<file path="src/rtl/trce_pkg.sv">
// Shared types and constants of the transport receiver connection engine.
package trce_pkg;

  localparam int CFG_IDX_W  = 3;
  localparam int CFG_DATA_W = 16;
  localparam int OFFSET_W   = 13;

  localparam logic [CFG_IDX_W-1:0] CFG_SOCKET_ENABLE = 3'd0;
  localparam logic [CFG_IDX_W-1:0] CFG_PORT_ZERO     = 3'd1;
  localparam logic [CFG_IDX_W-1:0] CFG_PORT_ONE      = 3'd2;
  localparam logic [CFG_IDX_W-1:0] CFG_PORT_TWO      = 3'd3;
  localparam logic [CFG_IDX_W-1:0] CFG_PORT_THREE    = 3'd4;
  localparam logic [CFG_IDX_W-1:0] CFG_CLOSEWAIT     = 3'd5;

  localparam logic RES_REPLY  = 1'b0;
  localparam logic RES_STATUS = 1'b1;

  typedef enum logic [1:0] {
    REQ_SEGMENT,
    REQ_ACCEPT,
    REQ_CONSUME,
    REQ_TICK
  } req_type_t;

  typedef enum logic [2:0] {
    SEG_SYN,
    SEG_SYNACK,
    SEG_FIN,
    SEG_FINACK,
    SEG_DATA,
    SEG_DATAACK
  } seg_kind_t;

  typedef enum logic [1:0] {
    CONN_CLOSED,
    CONN_LISTEN,
    CONN_EST,
    CONN_CWAIT
  } conn_state_t;

  typedef enum logic [1:0] {
    STS_OK,
    STS_WRONG_STATE,
    STS_NO_DATA,
    STS_NO_SOCKET
  } status_t;

  typedef enum logic {
    CTL_IDLE,
    CTL_EXEC
  } ctl_state_t;

  typedef struct packed {
    logic capture;
    logic execute;
  } trce_cmd_t;

  typedef struct packed {
    logic has_result;
  } trce_stat_t;

endpackage

</file>
<file path="src/rtl/trce_ifs.sv">
// Request and result channel interfaces.
interface trce_req_if;
  logic        valid;
  logic        ready;
  logic [1:0]  req_type;
  logic [2:0]  seg_kind;
  logic [15:0] source_port;
  logic [15:0] target_port;
  logic [31:0] seq_number;
  logic [15:0] payload_length;
  logic [1:0]  sock_index;
  logic [12:0] consume_length;

  modport source (
    output valid, req_type, seg_kind, source_port, target_port, seq_number,
           payload_length, sock_index, consume_length,
    input  ready
  );
  modport sink (
    input  valid, req_type, seg_kind, source_port, target_port, seq_number,
           payload_length, sock_index, consume_length,
    output ready
  );
endinterface

interface trce_res_if;
  logic        valid;
  logic        ready;
  logic        result_kind;
  logic [2:0]  reply_kind;
  logic [15:0] reply_src_port;
  logic [15:0] reply_dst_port;
  logic [31:0] ack_number;
  logic        payload_stored;
  logic [12:0] store_offset;
  logic [1:0]  status;

  modport source (
    output valid, result_kind, reply_kind, reply_src_port, reply_dst_port,
           ack_number, payload_stored, store_offset, status,
    input  ready
  );
  modport sink (
    input  valid, result_kind, reply_kind, reply_src_port, reply_dst_port,
           ack_number, payload_stored, store_offset, status,
    output ready
  );
endinterface

</file>
<file path="src/rtl/trce_ctrl.sv">
// Request sequencer and result-valid control.
module trce_ctrl (
  input  logic                  clk,
  input  logic                  rst,
  input  logic                  in_valid,
  output logic                  in_ready,
  output logic                  out_valid,
  input  logic                  out_ready,
  output trce_pkg::trce_cmd_t   cmd,
  input  trce_pkg::trce_stat_t  stat
);
  import trce_pkg::*;

  ctl_state_t state;
  ctl_state_t state_next;

  always_comb begin
    state_next = state;
    case (state)
      CTL_IDLE: if (cmd.capture) state_next = CTL_EXEC;
      CTL_EXEC: state_next = CTL_IDLE;
      default:  state_next = CTL_IDLE;
    endcase
  end

  always_comb begin
    in_ready    = 1'b0;
    cmd.capture = 1'b0;
    cmd.execute = 1'b0;
    case (state)
      CTL_IDLE: begin
        // result register must be empty by the time the request executes
        in_ready    = !out_valid || out_ready;
        cmd.capture = in_valid && in_ready;
      end
      CTL_EXEC: cmd.execute = 1'b1;
      default: ;
    endcase
  end

  always_ff @(posedge clk) begin
    if (rst) begin
      state     <= CTL_IDLE;
      out_valid <= 1'b0;
    end else begin
      state <= state_next;
      if (cmd.execute && stat.has_result) out_valid <= 1'b1;
      else if (out_ready)                 out_valid <= 1'b0;
    end
  end

  a_exec_after_capture: assert property (@(posedge clk) disable iff (rst)
    cmd.capture |=> cmd.execute)
    else $error("execute did not follow capture");

  a_exec_has_capture: assert property (@(posedge clk) disable iff (rst)
    cmd.execute |-> $past(cmd.capture))
    else $error("execute without a captured request");

  a_result_slot_free: assert property (@(posedge clk) disable iff (rst)
    cmd.execute |-> !out_valid)
    else $error("result register still full at execute");

  a_result_only_on_exec: assert property (@(posedge clk) disable iff (rst)
    $rose(out_valid) |-> $past(cmd.execute))
    else $error("result raised outside execute");

endmodule

</file>
<file path="src/rtl/trce_datapath.sv">
// Connection table, configuration registers, request decode and result register.
module trce_datapath #(
  parameter int NUM_SOCKETS    = 4,
  parameter int RECV_BUF_BYTES = 4096
) (
  input  logic                            clk,
  input  logic                            rst,
  input  logic                            cfg_we,
  input  logic [trce_pkg::CFG_IDX_W-1:0]  cfg_index,
  input  logic [trce_pkg::CFG_DATA_W-1:0] cfg_data,
  input  trce_pkg::trce_cmd_t             cmd,
  output trce_pkg::trce_stat_t            stat,
  input  logic [1:0]                      req_type,
  input  logic [2:0]                      seg_kind,
  input  logic [15:0]                     source_port,
  input  logic [15:0]                     target_port,
  input  logic [31:0]                     seq_number,
  input  logic [15:0]                     payload_length,
  input  logic [1:0]                      sock_index,
  input  logic [12:0]                     consume_length,
  output logic                            result_kind,
  output logic [2:0]                      reply_kind,
  output logic [15:0]                     reply_src_port,
  output logic [15:0]                     reply_dst_port,
  output logic [31:0]                     ack_number,
  output logic                            payload_stored,
  output logic [12:0]                     store_offset,
  output logic [1:0]                      status
);
  import trce_pkg::*;

  localparam int IDX_W = (NUM_SOCKETS > 1) ? $clog2(NUM_SOCKETS) : 1;
  localparam int BUF_W = $clog2(RECV_BUF_BYTES);
  localparam int SUM_W = ((BUF_W > 16) ? BUF_W : 16) + 1;
  localparam logic [SUM_W-1:0] BUF_LIMIT = SUM_W'(RECV_BUF_BYTES);

  // configuration
  logic [3:0]  socket_enable;
  logic [15:0] srv_port [4];
  logic [15:0] closewait_ticks;

  // captured request
  logic [1:0]  rq_type;
  logic [2:0]  rq_kind;
  logic [15:0] rq_sport;
  logic [15:0] rq_tport;
  logic [31:0] rq_seq;
  logic [15:0] rq_plen;
  logic [1:0]  rq_sidx;
  logic [12:0] rq_clen;

  // connection table
  conn_state_t       conn_state           [NUM_SOCKETS];
  logic [15:0]       peer_port            [NUM_SOCKETS];
  logic [31:0]       expected_seq         [NUM_SOCKETS];
  logic [BUF_W-1:0]  buffered_bytes       [NUM_SOCKETS];
  logic [15:0]       closewait_count      [NUM_SOCKETS];
  conn_state_t       conn_state_next      [NUM_SOCKETS];
  logic [15:0]       peer_port_next       [NUM_SOCKETS];
  logic [31:0]       expected_seq_next    [NUM_SOCKETS];
  logic [BUF_W-1:0]  buffered_bytes_next  [NUM_SOCKETS];
  logic [15:0]       closewait_count_next [NUM_SOCKETS];

  // result register next values
  logic        result_kind_next;
  logic [2:0]  reply_kind_next;
  logic [15:0] reply_src_port_next;
  logic [15:0] reply_dst_port_next;
  logic [31:0] ack_number_next;
  logic        payload_stored_next;
  logic [12:0] store_offset_next;
  logic [1:0]  status_next;

  logic             hit;
  logic [IDX_W-1:0] hidx;
  logic [IDX_W-1:0] sel;
  logic             sidx_ok;
  conn_state_t      sel_state;
  logic [31:0]      sel_seq;
  logic [BUF_W-1:0] sel_buf;
  logic [SUM_W-1:0] sum_bytes;
  logic             in_order;
  logic [31:0]      seq_adv;

  // port match, last enabled entry wins
  always_comb begin
    hit  = 1'b0;
    hidx = '0;
    for (int i = 0; i < NUM_SOCKETS; i++) begin
      if (socket_enable[i] && srv_port[i] == rq_tport) begin
        hit  = 1'b1;
        hidx = IDX_W'(i);
      end
    end
  end

  assign sidx_ok   = (int'(rq_sidx) < NUM_SOCKETS) && socket_enable[rq_sidx];
  assign sel       = (rq_type == REQ_SEGMENT) ? hidx : rq_sidx[IDX_W-1:0];
  assign sel_state = conn_state[sel];
  assign sel_seq   = expected_seq[sel];
  assign sel_buf   = buffered_bytes[sel];
  assign sum_bytes = SUM_W'(sel_buf) + SUM_W'(rq_plen);
  assign in_order  = (rq_seq == sel_seq) && (sum_bytes < BUF_LIMIT);
  assign seq_adv   = rq_seq + 32'(rq_plen);

  always_comb begin
    conn_state_next      = conn_state;
    peer_port_next       = peer_port;
    expected_seq_next    = expected_seq;
    buffered_bytes_next  = buffered_bytes;
    closewait_count_next = closewait_count;
    stat.has_result      = 1'b0;
    result_kind_next     = RES_REPLY;
    reply_kind_next      = '0;
    reply_src_port_next  = '0;
    reply_dst_port_next  = '0;
    ack_number_next      = '0;
    payload_stored_next  = 1'b0;
    store_offset_next    = '0;
    status_next          = '0;

    if (cmd.execute) begin
      case (rq_type)
        REQ_SEGMENT: begin
          if (hit) begin
            reply_src_port_next = srv_port[sel];
            reply_dst_port_next = peer_port[sel];
            case (sel_state)
              CONN_LISTEN: begin
                if (rq_kind == SEG_SYN) begin
                  stat.has_result         = 1'b1;
                  reply_kind_next         = SEG_SYNACK;
                  reply_dst_port_next     = rq_sport;
                  peer_port_next[sel]     = rq_sport;
                  conn_state_next[sel]    = CONN_EST;
                  expected_seq_next[sel]  = rq_seq;
                end
              end
              CONN_EST: begin
                if (rq_kind == SEG_SYN) begin
                  stat.has_result        = 1'b1;
                  reply_kind_next        = SEG_SYNACK;
                  expected_seq_next[sel] = rq_seq;
                end else if (rq_kind == SEG_DATA) begin
                  stat.has_result = 1'b1;
                  reply_kind_next = SEG_DATAACK;
                  ack_number_next = sel_seq;
                  if (in_order) begin
                    payload_stored_next      = 1'b1;
                    store_offset_next        = OFFSET_W'(SUM_W'(sel_buf));
                    buffered_bytes_next[sel] = sum_bytes[BUF_W-1:0];
                    expected_seq_next[sel]   = seq_adv;
                    ack_number_next          = seq_adv;
                  end
                end else if (rq_kind == SEG_FIN) begin
                  stat.has_result           = 1'b1;
                  reply_kind_next           = SEG_FINACK;
                  conn_state_next[sel]      = CONN_CWAIT;
                  closewait_count_next[sel] = closewait_ticks;
                end
              end
              CONN_CWAIT: begin
                if (rq_kind == SEG_FIN) begin
                  stat.has_result = 1'b1;
                  reply_kind_next = SEG_FINACK;
                end
              end
              default: ;
            endcase
          end
        end
        REQ_ACCEPT: begin
          stat.has_result  = 1'b1;
          result_kind_next = RES_STATUS;
          if (!sidx_ok) begin
            status_next = STS_NO_SOCKET;
          end else if (sel_state != CONN_CLOSED) begin
            status_next = STS_WRONG_STATE;
          end else begin
            status_next          = STS_OK;
            conn_state_next[sel] = CONN_LISTEN;
          end
        end
        REQ_CONSUME: begin
          stat.has_result  = 1'b1;
          result_kind_next = RES_STATUS;
          if (!sidx_ok) begin
            status_next = STS_NO_SOCKET;
          end else if (sel_state != CONN_EST) begin
            status_next = STS_WRONG_STATE;
          end else if (SUM_W'(sel_buf) < SUM_W'(rq_clen)) begin
            status_next = STS_NO_DATA;
          end else begin
            status_next              = STS_OK;
            buffered_bytes_next[sel] = BUF_W'(SUM_W'(sel_buf) - SUM_W'(rq_clen));
          end
        end
        REQ_TICK: begin
          for (int i = 0; i < NUM_SOCKETS; i++) begin
            if (conn_state[i] == CONN_CWAIT) begin
              if (closewait_count[i] <= 16'd1) begin
                closewait_count_next[i] = '0;
                conn_state_next[i]      = CONN_CLOSED;
              end else begin
                closewait_count_next[i] = closewait_count[i] - 16'd1;
              end
            end
          end
        end
        default: ;
      endcase
    end

    // a newly enabled entry starts out as after reset
    if (cfg_we && cfg_index == CFG_SOCKET_ENABLE) begin
      for (int i = 0; i < NUM_SOCKETS; i++) begin
        if (cfg_data[i] && !socket_enable[i]) begin
          conn_state_next[i]      = CONN_CLOSED;
          peer_port_next[i]       = '0;
          expected_seq_next[i]    = '0;
          buffered_bytes_next[i]  = '0;
          closewait_count_next[i] = '0;
        end
      end
    end
  end

  always_ff @(posedge clk) begin
    if (rst) begin
      socket_enable   <= '0;
      closewait_ticks <= 16'd1;
      for (int i = 0; i < 4; i++) srv_port[i] <= '0;
    end else if (cfg_we) begin
      case (cfg_index)
        CFG_SOCKET_ENABLE: socket_enable   <= cfg_data[3:0];
        CFG_PORT_ZERO:     srv_port[0]     <= cfg_data;
        CFG_PORT_ONE:      srv_port[1]     <= cfg_data;
        CFG_PORT_TWO:      srv_port[2]     <= cfg_data;
        CFG_PORT_THREE:    srv_port[3]     <= cfg_data;
        CFG_CLOSEWAIT:     closewait_ticks <= cfg_data;
        default: ;
      endcase
    end
  end

  always_ff @(posedge clk) begin
    if (rst) begin
      for (int i = 0; i < NUM_SOCKETS; i++) begin
        conn_state[i]      <= CONN_CLOSED;
        peer_port[i]       <= '0;
        expected_seq[i]    <= '0;
        buffered_bytes[i]  <= '0;
        closewait_count[i] <= '0;
      end
    end else begin
      conn_state      <= conn_state_next;
      peer_port       <= peer_port_next;
      expected_seq    <= expected_seq_next;
      buffered_bytes  <= buffered_bytes_next;
      closewait_count <= closewait_count_next;
    end
  end

  always_ff @(posedge clk) begin
    if (cmd.capture) begin
      rq_type  <= req_type;
      rq_kind  <= seg_kind;
      rq_sport <= source_port;
      rq_tport <= target_port;
      rq_seq   <= seq_number;
      rq_plen  <= payload_length;
      rq_sidx  <= sock_index;
      rq_clen  <= consume_length;
    end
  end

  always_ff @(posedge clk) begin
    if (cmd.execute && stat.has_result) begin
      result_kind    <= result_kind_next;
      reply_kind     <= reply_kind_next;
      reply_src_port <= reply_src_port_next;
      reply_dst_port <= reply_dst_port_next;
      ack_number     <= ack_number_next;
      payload_stored <= payload_stored_next;
      store_offset   <= store_offset_next;
      status         <= status_next;
    end
  end

endmodule

</file>
<file path="src/rtl/transport_receiver_connection_engine.sv">
// Top level of the transport receiver connection engine.
// Server side of a go-back-N transport: each request (segment, accept, consume or
// tick) is taken on req and executed against a table of up to NUM_SOCKETS
// connection entries, matched by server port with the highest enabled match
// winning. Each request is captured and then executed (port match, table update
// and loading of the result register); a new request is taken once the previous
// one has executed and res drains. The result register sits between the two
// sides, so a request is accepted while the previous result is being taken.
// Segments that the entry state does not handle and ticks give no result.
// Configuration writes go in directly and are to be issued only while idle.
module transport_receiver_connection_engine #(
  parameter int NUM_SOCKETS    = 4,
  parameter int RECV_BUF_BYTES = 4096
) (
  input  logic                            clk,
  input  logic                            rst,
  input  logic                            cfg_we,
  input  logic [trce_pkg::CFG_IDX_W-1:0]  cfg_index,
  input  logic [trce_pkg::CFG_DATA_W-1:0] cfg_data,
  trce_req_if.sink                        req,
  trce_res_if.source                      res
);
  import trce_pkg::*;

  trce_cmd_t  cmd;
  trce_stat_t stat;

  trce_ctrl u_ctrl (
    .clk       (clk),
    .rst       (rst),
    .in_valid  (req.valid),
    .in_ready  (req.ready),
    .out_valid (res.valid),
    .out_ready (res.ready),
    .cmd       (cmd),
    .stat      (stat)
  );

  trce_datapath #(
    .NUM_SOCKETS    (NUM_SOCKETS),
    .RECV_BUF_BYTES (RECV_BUF_BYTES)
  ) u_datapath (
    .clk            (clk),
    .rst            (rst),
    .cfg_we         (cfg_we),
    .cfg_index      (cfg_index),
    .cfg_data       (cfg_data),
    .cmd            (cmd),
    .stat           (stat),
    .req_type       (req.req_type),
    .seg_kind       (req.seg_kind),
    .source_port    (req.source_port),
    .target_port    (req.target_port),
    .seq_number     (req.seq_number),
    .payload_length (req.payload_length),
    .sock_index     (req.sock_index),
    .consume_length (req.consume_length),
    .result_kind    (res.result_kind),
    .reply_kind     (res.reply_kind),
    .reply_src_port (res.reply_src_port),
    .reply_dst_port (res.reply_dst_port),
    .ack_number     (res.ack_number),
    .payload_stored (res.payload_stored),
    .store_offset   (res.store_offset),
    .status         (res.status)
  );

endmodule
</file>
<file path="src/flat_wrapper.sv">
// flat-port wrapper written by rule: the top's interface ports become plain ports
module transport_receiver_connection_engine_flat import trce_pkg::*;
#(
  parameter int NUM_SOCKETS    = 4,
  parameter int RECV_BUF_BYTES = 4096
)
  (clk, rst, cfg_we, cfg_index, cfg_data, req_valid, req_req_type, req_seg_kind, req_source_port, req_target_port, req_seq_number, req_payload_length, req_sock_index, req_consume_length, req_ready, res_valid, res_result_kind, res_reply_kind, res_reply_src_port, res_reply_dst_port, res_ack_number, res_payload_stored, res_store_offset, res_status, res_ready);
  trce_req_if req_i ();
  trce_res_if res_i ();
  input  logic clk;
  input  logic rst;
  input  logic cfg_we;
  input  logic [trce_pkg::CFG_IDX_W-1:0] cfg_index;
  input  logic [trce_pkg::CFG_DATA_W-1:0] cfg_data;
  input wire logic [$bits(req_i.valid)-1:0] req_valid;
  input wire logic [$bits(req_i.req_type)-1:0] req_req_type;
  input wire logic [$bits(req_i.seg_kind)-1:0] req_seg_kind;
  input wire logic [$bits(req_i.source_port)-1:0] req_source_port;
  input wire logic [$bits(req_i.target_port)-1:0] req_target_port;
  input wire logic [$bits(req_i.seq_number)-1:0] req_seq_number;
  input wire logic [$bits(req_i.payload_length)-1:0] req_payload_length;
  input wire logic [$bits(req_i.sock_index)-1:0] req_sock_index;
  input wire logic [$bits(req_i.consume_length)-1:0] req_consume_length;
  output wire logic [$bits(req_i.ready)-1:0] req_ready;
  output wire logic [$bits(res_i.valid)-1:0] res_valid;
  output wire logic [$bits(res_i.result_kind)-1:0] res_result_kind;
  output wire logic [$bits(res_i.reply_kind)-1:0] res_reply_kind;
  output wire logic [$bits(res_i.reply_src_port)-1:0] res_reply_src_port;
  output wire logic [$bits(res_i.reply_dst_port)-1:0] res_reply_dst_port;
  output wire logic [$bits(res_i.ack_number)-1:0] res_ack_number;
  output wire logic [$bits(res_i.payload_stored)-1:0] res_payload_stored;
  output wire logic [$bits(res_i.store_offset)-1:0] res_store_offset;
  output wire logic [$bits(res_i.status)-1:0] res_status;
  input wire logic [$bits(res_i.ready)-1:0] res_ready;
  assign req_i.valid = req_valid;
  assign req_i.req_type = req_req_type;
  assign req_i.seg_kind = req_seg_kind;
  assign req_i.source_port = req_source_port;
  assign req_i.target_port = req_target_port;
  assign req_i.seq_number = req_seq_number;
  assign req_i.payload_length = req_payload_length;
  assign req_i.sock_index = req_sock_index;
  assign req_i.consume_length = req_consume_length;
  assign req_ready = req_i.ready;
  assign res_valid = res_i.valid;
  assign res_result_kind = res_i.result_kind;
  assign res_reply_kind = res_i.reply_kind;
  assign res_reply_src_port = res_i.reply_src_port;
  assign res_reply_dst_port = res_i.reply_dst_port;
  assign res_ack_number = res_i.ack_number;
  assign res_payload_stored = res_i.payload_stored;
  assign res_store_offset = res_i.store_offset;
  assign res_status = res_i.status;
  assign res_i.ready = res_ready;
  transport_receiver_connection_engine #(.NUM_SOCKETS(NUM_SOCKETS), .RECV_BUF_BYTES(RECV_BUF_BYTES)) u_core (.clk(clk), .rst(rst), .cfg_we(cfg_we), .cfg_index(cfg_index), .cfg_data(cfg_data), .req(req_i), .res(res_i));
endmodule
</file>
<file path="config.mk">
export PLATFORM = sky130hd
export DESIGN_NAME = transport_receiver_connection_engine_flat
export DESIGN_NICKNAME = d
export VERILOG_FILES = /design/src/rtl/trce_pkg.sv /design/src/rtl/trce_ifs.sv /design/src/rtl/trce_ctrl.sv /design/src/rtl/trce_datapath.sv /design/src/rtl/transport_receiver_connection_engine.sv /design/src/flat_wrapper.sv
export SDC_FILE = /design/constraint.sdc
export NUM_CORES = 2
export LEC_CHECK = 0
export BUFFER_PORTS_ARGS = -buffer_cell sky130_fd_sc_hd__buf_4
export CAP_MARGIN = 10
export CORE_UTILIZATION = 55
export DETAILED_ROUTE_END_ITERATION = 7
export HOLD_SLACK_MARGIN = 0.08
export PLACE_DENSITY = 0.73
export SYNTH_ARGS = -nofsm -noshare
export SYNTH_HDL_FRONTEND = slang
export SYNTH_SLANG_ARGS = --single-unit
</file>
<file path="constraint.sdc">
create_clock -name clk -period 8.6 [get_ports clk]
set_input_delay 0 -clock clk [delete_from_list [all_inputs] [get_ports clk]]
set_output_delay 0 -clock clk [all_outputs]
set_load 0.02 [all_outputs]
</file>
==> qor.yml <==
crit_type: "register to register"
ant_nets: 1
hold_path.class: "input port to register"
cp.arrival_ns: 8.63
worstSetupEndpointType: "register"
drv_cap: 0
ys_types: 93
drc: 0
drt_first_pass_iters: 7
clock-root-buffer: "clkbuf_16"
slew_headroom: 0.0747
ys_ff_latch: 581
rsz0062_at_grt: "false"
gp_congestion: 1.07
io_pins: 210
power.density_nw_per_um2: 167
hold_start: "req_seq_number[27]"
synth_ff_type: "dfxtp_1"
r2r_end: "u_core.u_datapath.expected_seq[2]$_SDFF_PP0_"
async_flop_share: 0
synth_top_area_share: 0.208
synth_commonest_cells: "nand2_1, nor2_1, a21oi_1"
clock_sinks: 581
wl_um: 143000
placed_area_um2: 38100
viasPerCell: 6.85
vdd.ir_drop.worst_mv: 0.130
fin_skew_ns: 0.0274
grt_pass1_vias: 35408
rrSetupSlack_ns: 0.48
fin_nets: 4817
startpoint_type: "register"
coreArea_um2: 64300
grt_first_pass_wirelength_um: 215000
clkLatencyLatePin_ns: 0.65
synth.most_common_cell: "nand2_1"
grt_usage: 0.420
cts_tree: "done"
period_share: 0.944
final-setup-viol-count: 0
synth_top_cell_by_area: "edfxtp_1"
violations: "antenna violations"
cts_made_buffers: 68
layout-area-overhead-vs-synth_pct: 19.2
seq_area_frac_synth: 0.395
die_x_um: 257
place_hpwl_um: 89500
overflow: 0
syn-num-nets: 4546
port_buffers: 208
status: "finished with violations"
ctsHtreeMaxLevel: 3
ys_top_cells_by_area: "edfxtp_1, dfxtp_1, nand2_1, a21oi_1, o21ai_0"
ctsLongestPathBuffers: 3
synth-edff-count: 247
final_layout_size_suffix_gt1_frac: 0.118
timing.fmax_ghz: 0.123
p_leak_uw: 0.0150
critPathMaxFanout: 59
r2r_cells: 22
vias: 37985
final-hold-violation-count: 0
die_area_um2: 66000
initial_utilization: 0.555
wire_per_inst_um: 25.8
slew_violations: 0
synth_area_um2: 35700
worstMarginPinSlew_ns: 1.35
antenna_found_initial: 4
r2r-start: "u_core.u_datapath.rq_type[0]$_DFFE_PP_"
grt_max_degree: 176
syn_inst: 4358
yosys_warnings: 0
finalSetupTns_ns: 0
holdPathStages: 2
drtIter0Drc: 5837
fin_crit_ns: 8.12
clk_pin_slew_ns: 0.06
rows: 93
postLayoutCellArea_um2: 42600
holdPathEnd: "u_core.u_datapath.rq_seq[27]$_DFFE_PP_"
synth.avg_cell_area_um2: 8.20
required_ns: 9.11
die_h_um: 257
cts_resized: 0
-- state kept, by name (all words and copies together), names as in the netlist, 12 cells and up --
| name | count |
|---|---|
| u_core.u_datapath.expected_seq | 128 |
| u_core.u_datapath.buffered_bytes | 48 |
| u_core.u_datapath.reply_src_port | 16 |
| u_core.u_datapath.peer_port | 64 |
| u_core.u_datapath.store_offset | 12 |
| u_core.u_datapath.rq_plen | 16 |
| u_core.u_datapath.rq_seq | 32 |
| u_core.u_datapath.closewait_count | 64 |
| u_core.u_datapath.rq_clen | 13 |
| u_core.u_datapath.reply_dst_port | 16 |
| u_core.u_datapath.closewait_ticks | 16 |
| u_core.u_datapath.srv_port | 64 |
| u_core.u_datapath.ack_number | 32 |
| u_core.u_datapath.rq_sport | 16 |
| u_core.u_datapath.rq_tport | 16 |
-- routing by layer --
layer	wire length (um)	global-route usage	part of all wire
met4	11400	0.283	0.080
met1	52300	0.532	0.37
met3	18000	0.104	0.13
met2	61200	0.634	0.43
met5	13	0	0.000091
-- through the flow --
step / utilization / instances / setup slack [ns] / hold slack (ns) / power (uW)
floorplan: - / 4358 / 0.651 / 0.0989 / 3640
global placement: 0.592 / 5194 / 1.09 / 0.178 / 4020
detailed placement: 0.592 / 5194 / 0.943 / 0.179 / 4020
CTS: 0.662 / 5540 / 0.862 / 0.0801 / 7060
global route: 0.662 / 5540 / 0.165 / 0.0851 / 7270
finish: 0.662 / 5545 / 0.483 / 0.0800 / 7110
-- what timing repair did --
item / 4_1_cts / 5_1_grt
setup buffers: 0 / 0
hold buffers: 220 / 0
hold endpoints to repair: 269 / 0
-- power breakdown --
group	switching, uW	total [uW]	internal (uW)
sequential	88.2	3030	2940
clock	1310	3010	1700
combinational	701	1070	367
total	2100	7110	5020
-- critical path, cell delays in order, from the launching register on --
cell and delay [ns]:
edfxtp_1 0.42, inv_1 0.15, ha_4 0.62, inv_2 0.34
nand2b_1 0.40, and2_2 0.60, o22ai_1 0.20, nor3_1 0.45
ha_1 0.35, a21oi_1 0.21, a21oi_1 0.13, o21a_1 0.23
o31ai_1 0.42, a21o_1 0.18, o21ai_0 0.10, nor3_1 0.25
nand4_1 0.21, or4_1 0.80, nor4_4 0.31, buf_4 0.41
nand2b_1 0.58, a221oi_1 0.43, o21ai_0 0.13
-- layout make-up --
| type | instances | area, um2 |
|---|---|---|
| well taps | 855 | 1070 |
| inverters | 91 | 342 |
| fillers | 5274 | 21800 |
| flip-flops and latches | 581 | 14100 |
| diodes | 5 | 12.5 |
| clock inverters | 42 | 489 |
| multi-input cells | 3356 | 20200 |
| clock buffers | 84 | 1800 |
| repair buffers | 531 | 4590 |
-- layout by cell type (no fill, tap or decap), types with 29 or more instances in the layout --
cell	count
a211oi_1	40
a21o_1	30
a21oi_1	371
a221o_1	39
a221oi_1	77
a31oi_1	74
and2_1	84
and3_1	48
buf_4	307
clkbuf_16	68
dfxtp_1	334
dlygate4sd3_1	220
edfxtp_1	247
ha_1	58
inv_1	89
mux2_2	29
mux2i_1	62
nand2_1	650
nand3_1	120
nor2_1	400
nor3_1	108
nor4_1	50
o211ai_1	34
o21ai_0	352
o22ai_1	51
o2bb2ai_1	33
o31ai_1	29
xnor2_1	84
xor2_1	47
-- how the worst max path moves through the flow --
stage | start | to | depth (start not counted)
finish | u_core.u_datapath.rq_type[0]$_DFFE_PP_ | u_core.u_datapath.expected_seq[2]$_SDFF_PP0_ | 22
global route | u_core.u_datapath.rq_type[0]$_DFFE_PP_ | u_core.u_datapath.expected_seq[6]$_SDFF_PP0_ | 22
CTS | u_core.u_datapath.rq_tport[14]$_DFFE_PP_ | u_core.u_datapath.expected_seq[2]$_SDFF_PP0_ | 24
detailed placement | u_core.u_datapath.rq_type[0]$_DFFE_PP_ | u_core.u_datapath.expected_seq[10]$_SDFF_PP0_ | 22
global placement | u_core.u_datapath.rq_type[0]$_DFFE_PP_ | u_core.u_datapath.expected_seq[6]$_SDFF_PP0_ | 22
floorplan | u_core.u_datapath.rq_tport[13]$_DFFE_PP_ | u_core.u_datapath.ack_number[0]$_SDFFCE_PP0P_ | 19
-- kinds of logic after synthesis --
group,after synthesis,synth area share
simple gates,1658,0.213
compound gates,1388,0.252
flops,581,0.395
buf+inv,421,0.0455
xor+xnor,131,0.0321
mux,114,0.0394
fa+ha+maj,64,0.0230
other cells,1,0.000105
Power figures use the tool's default switching activity.
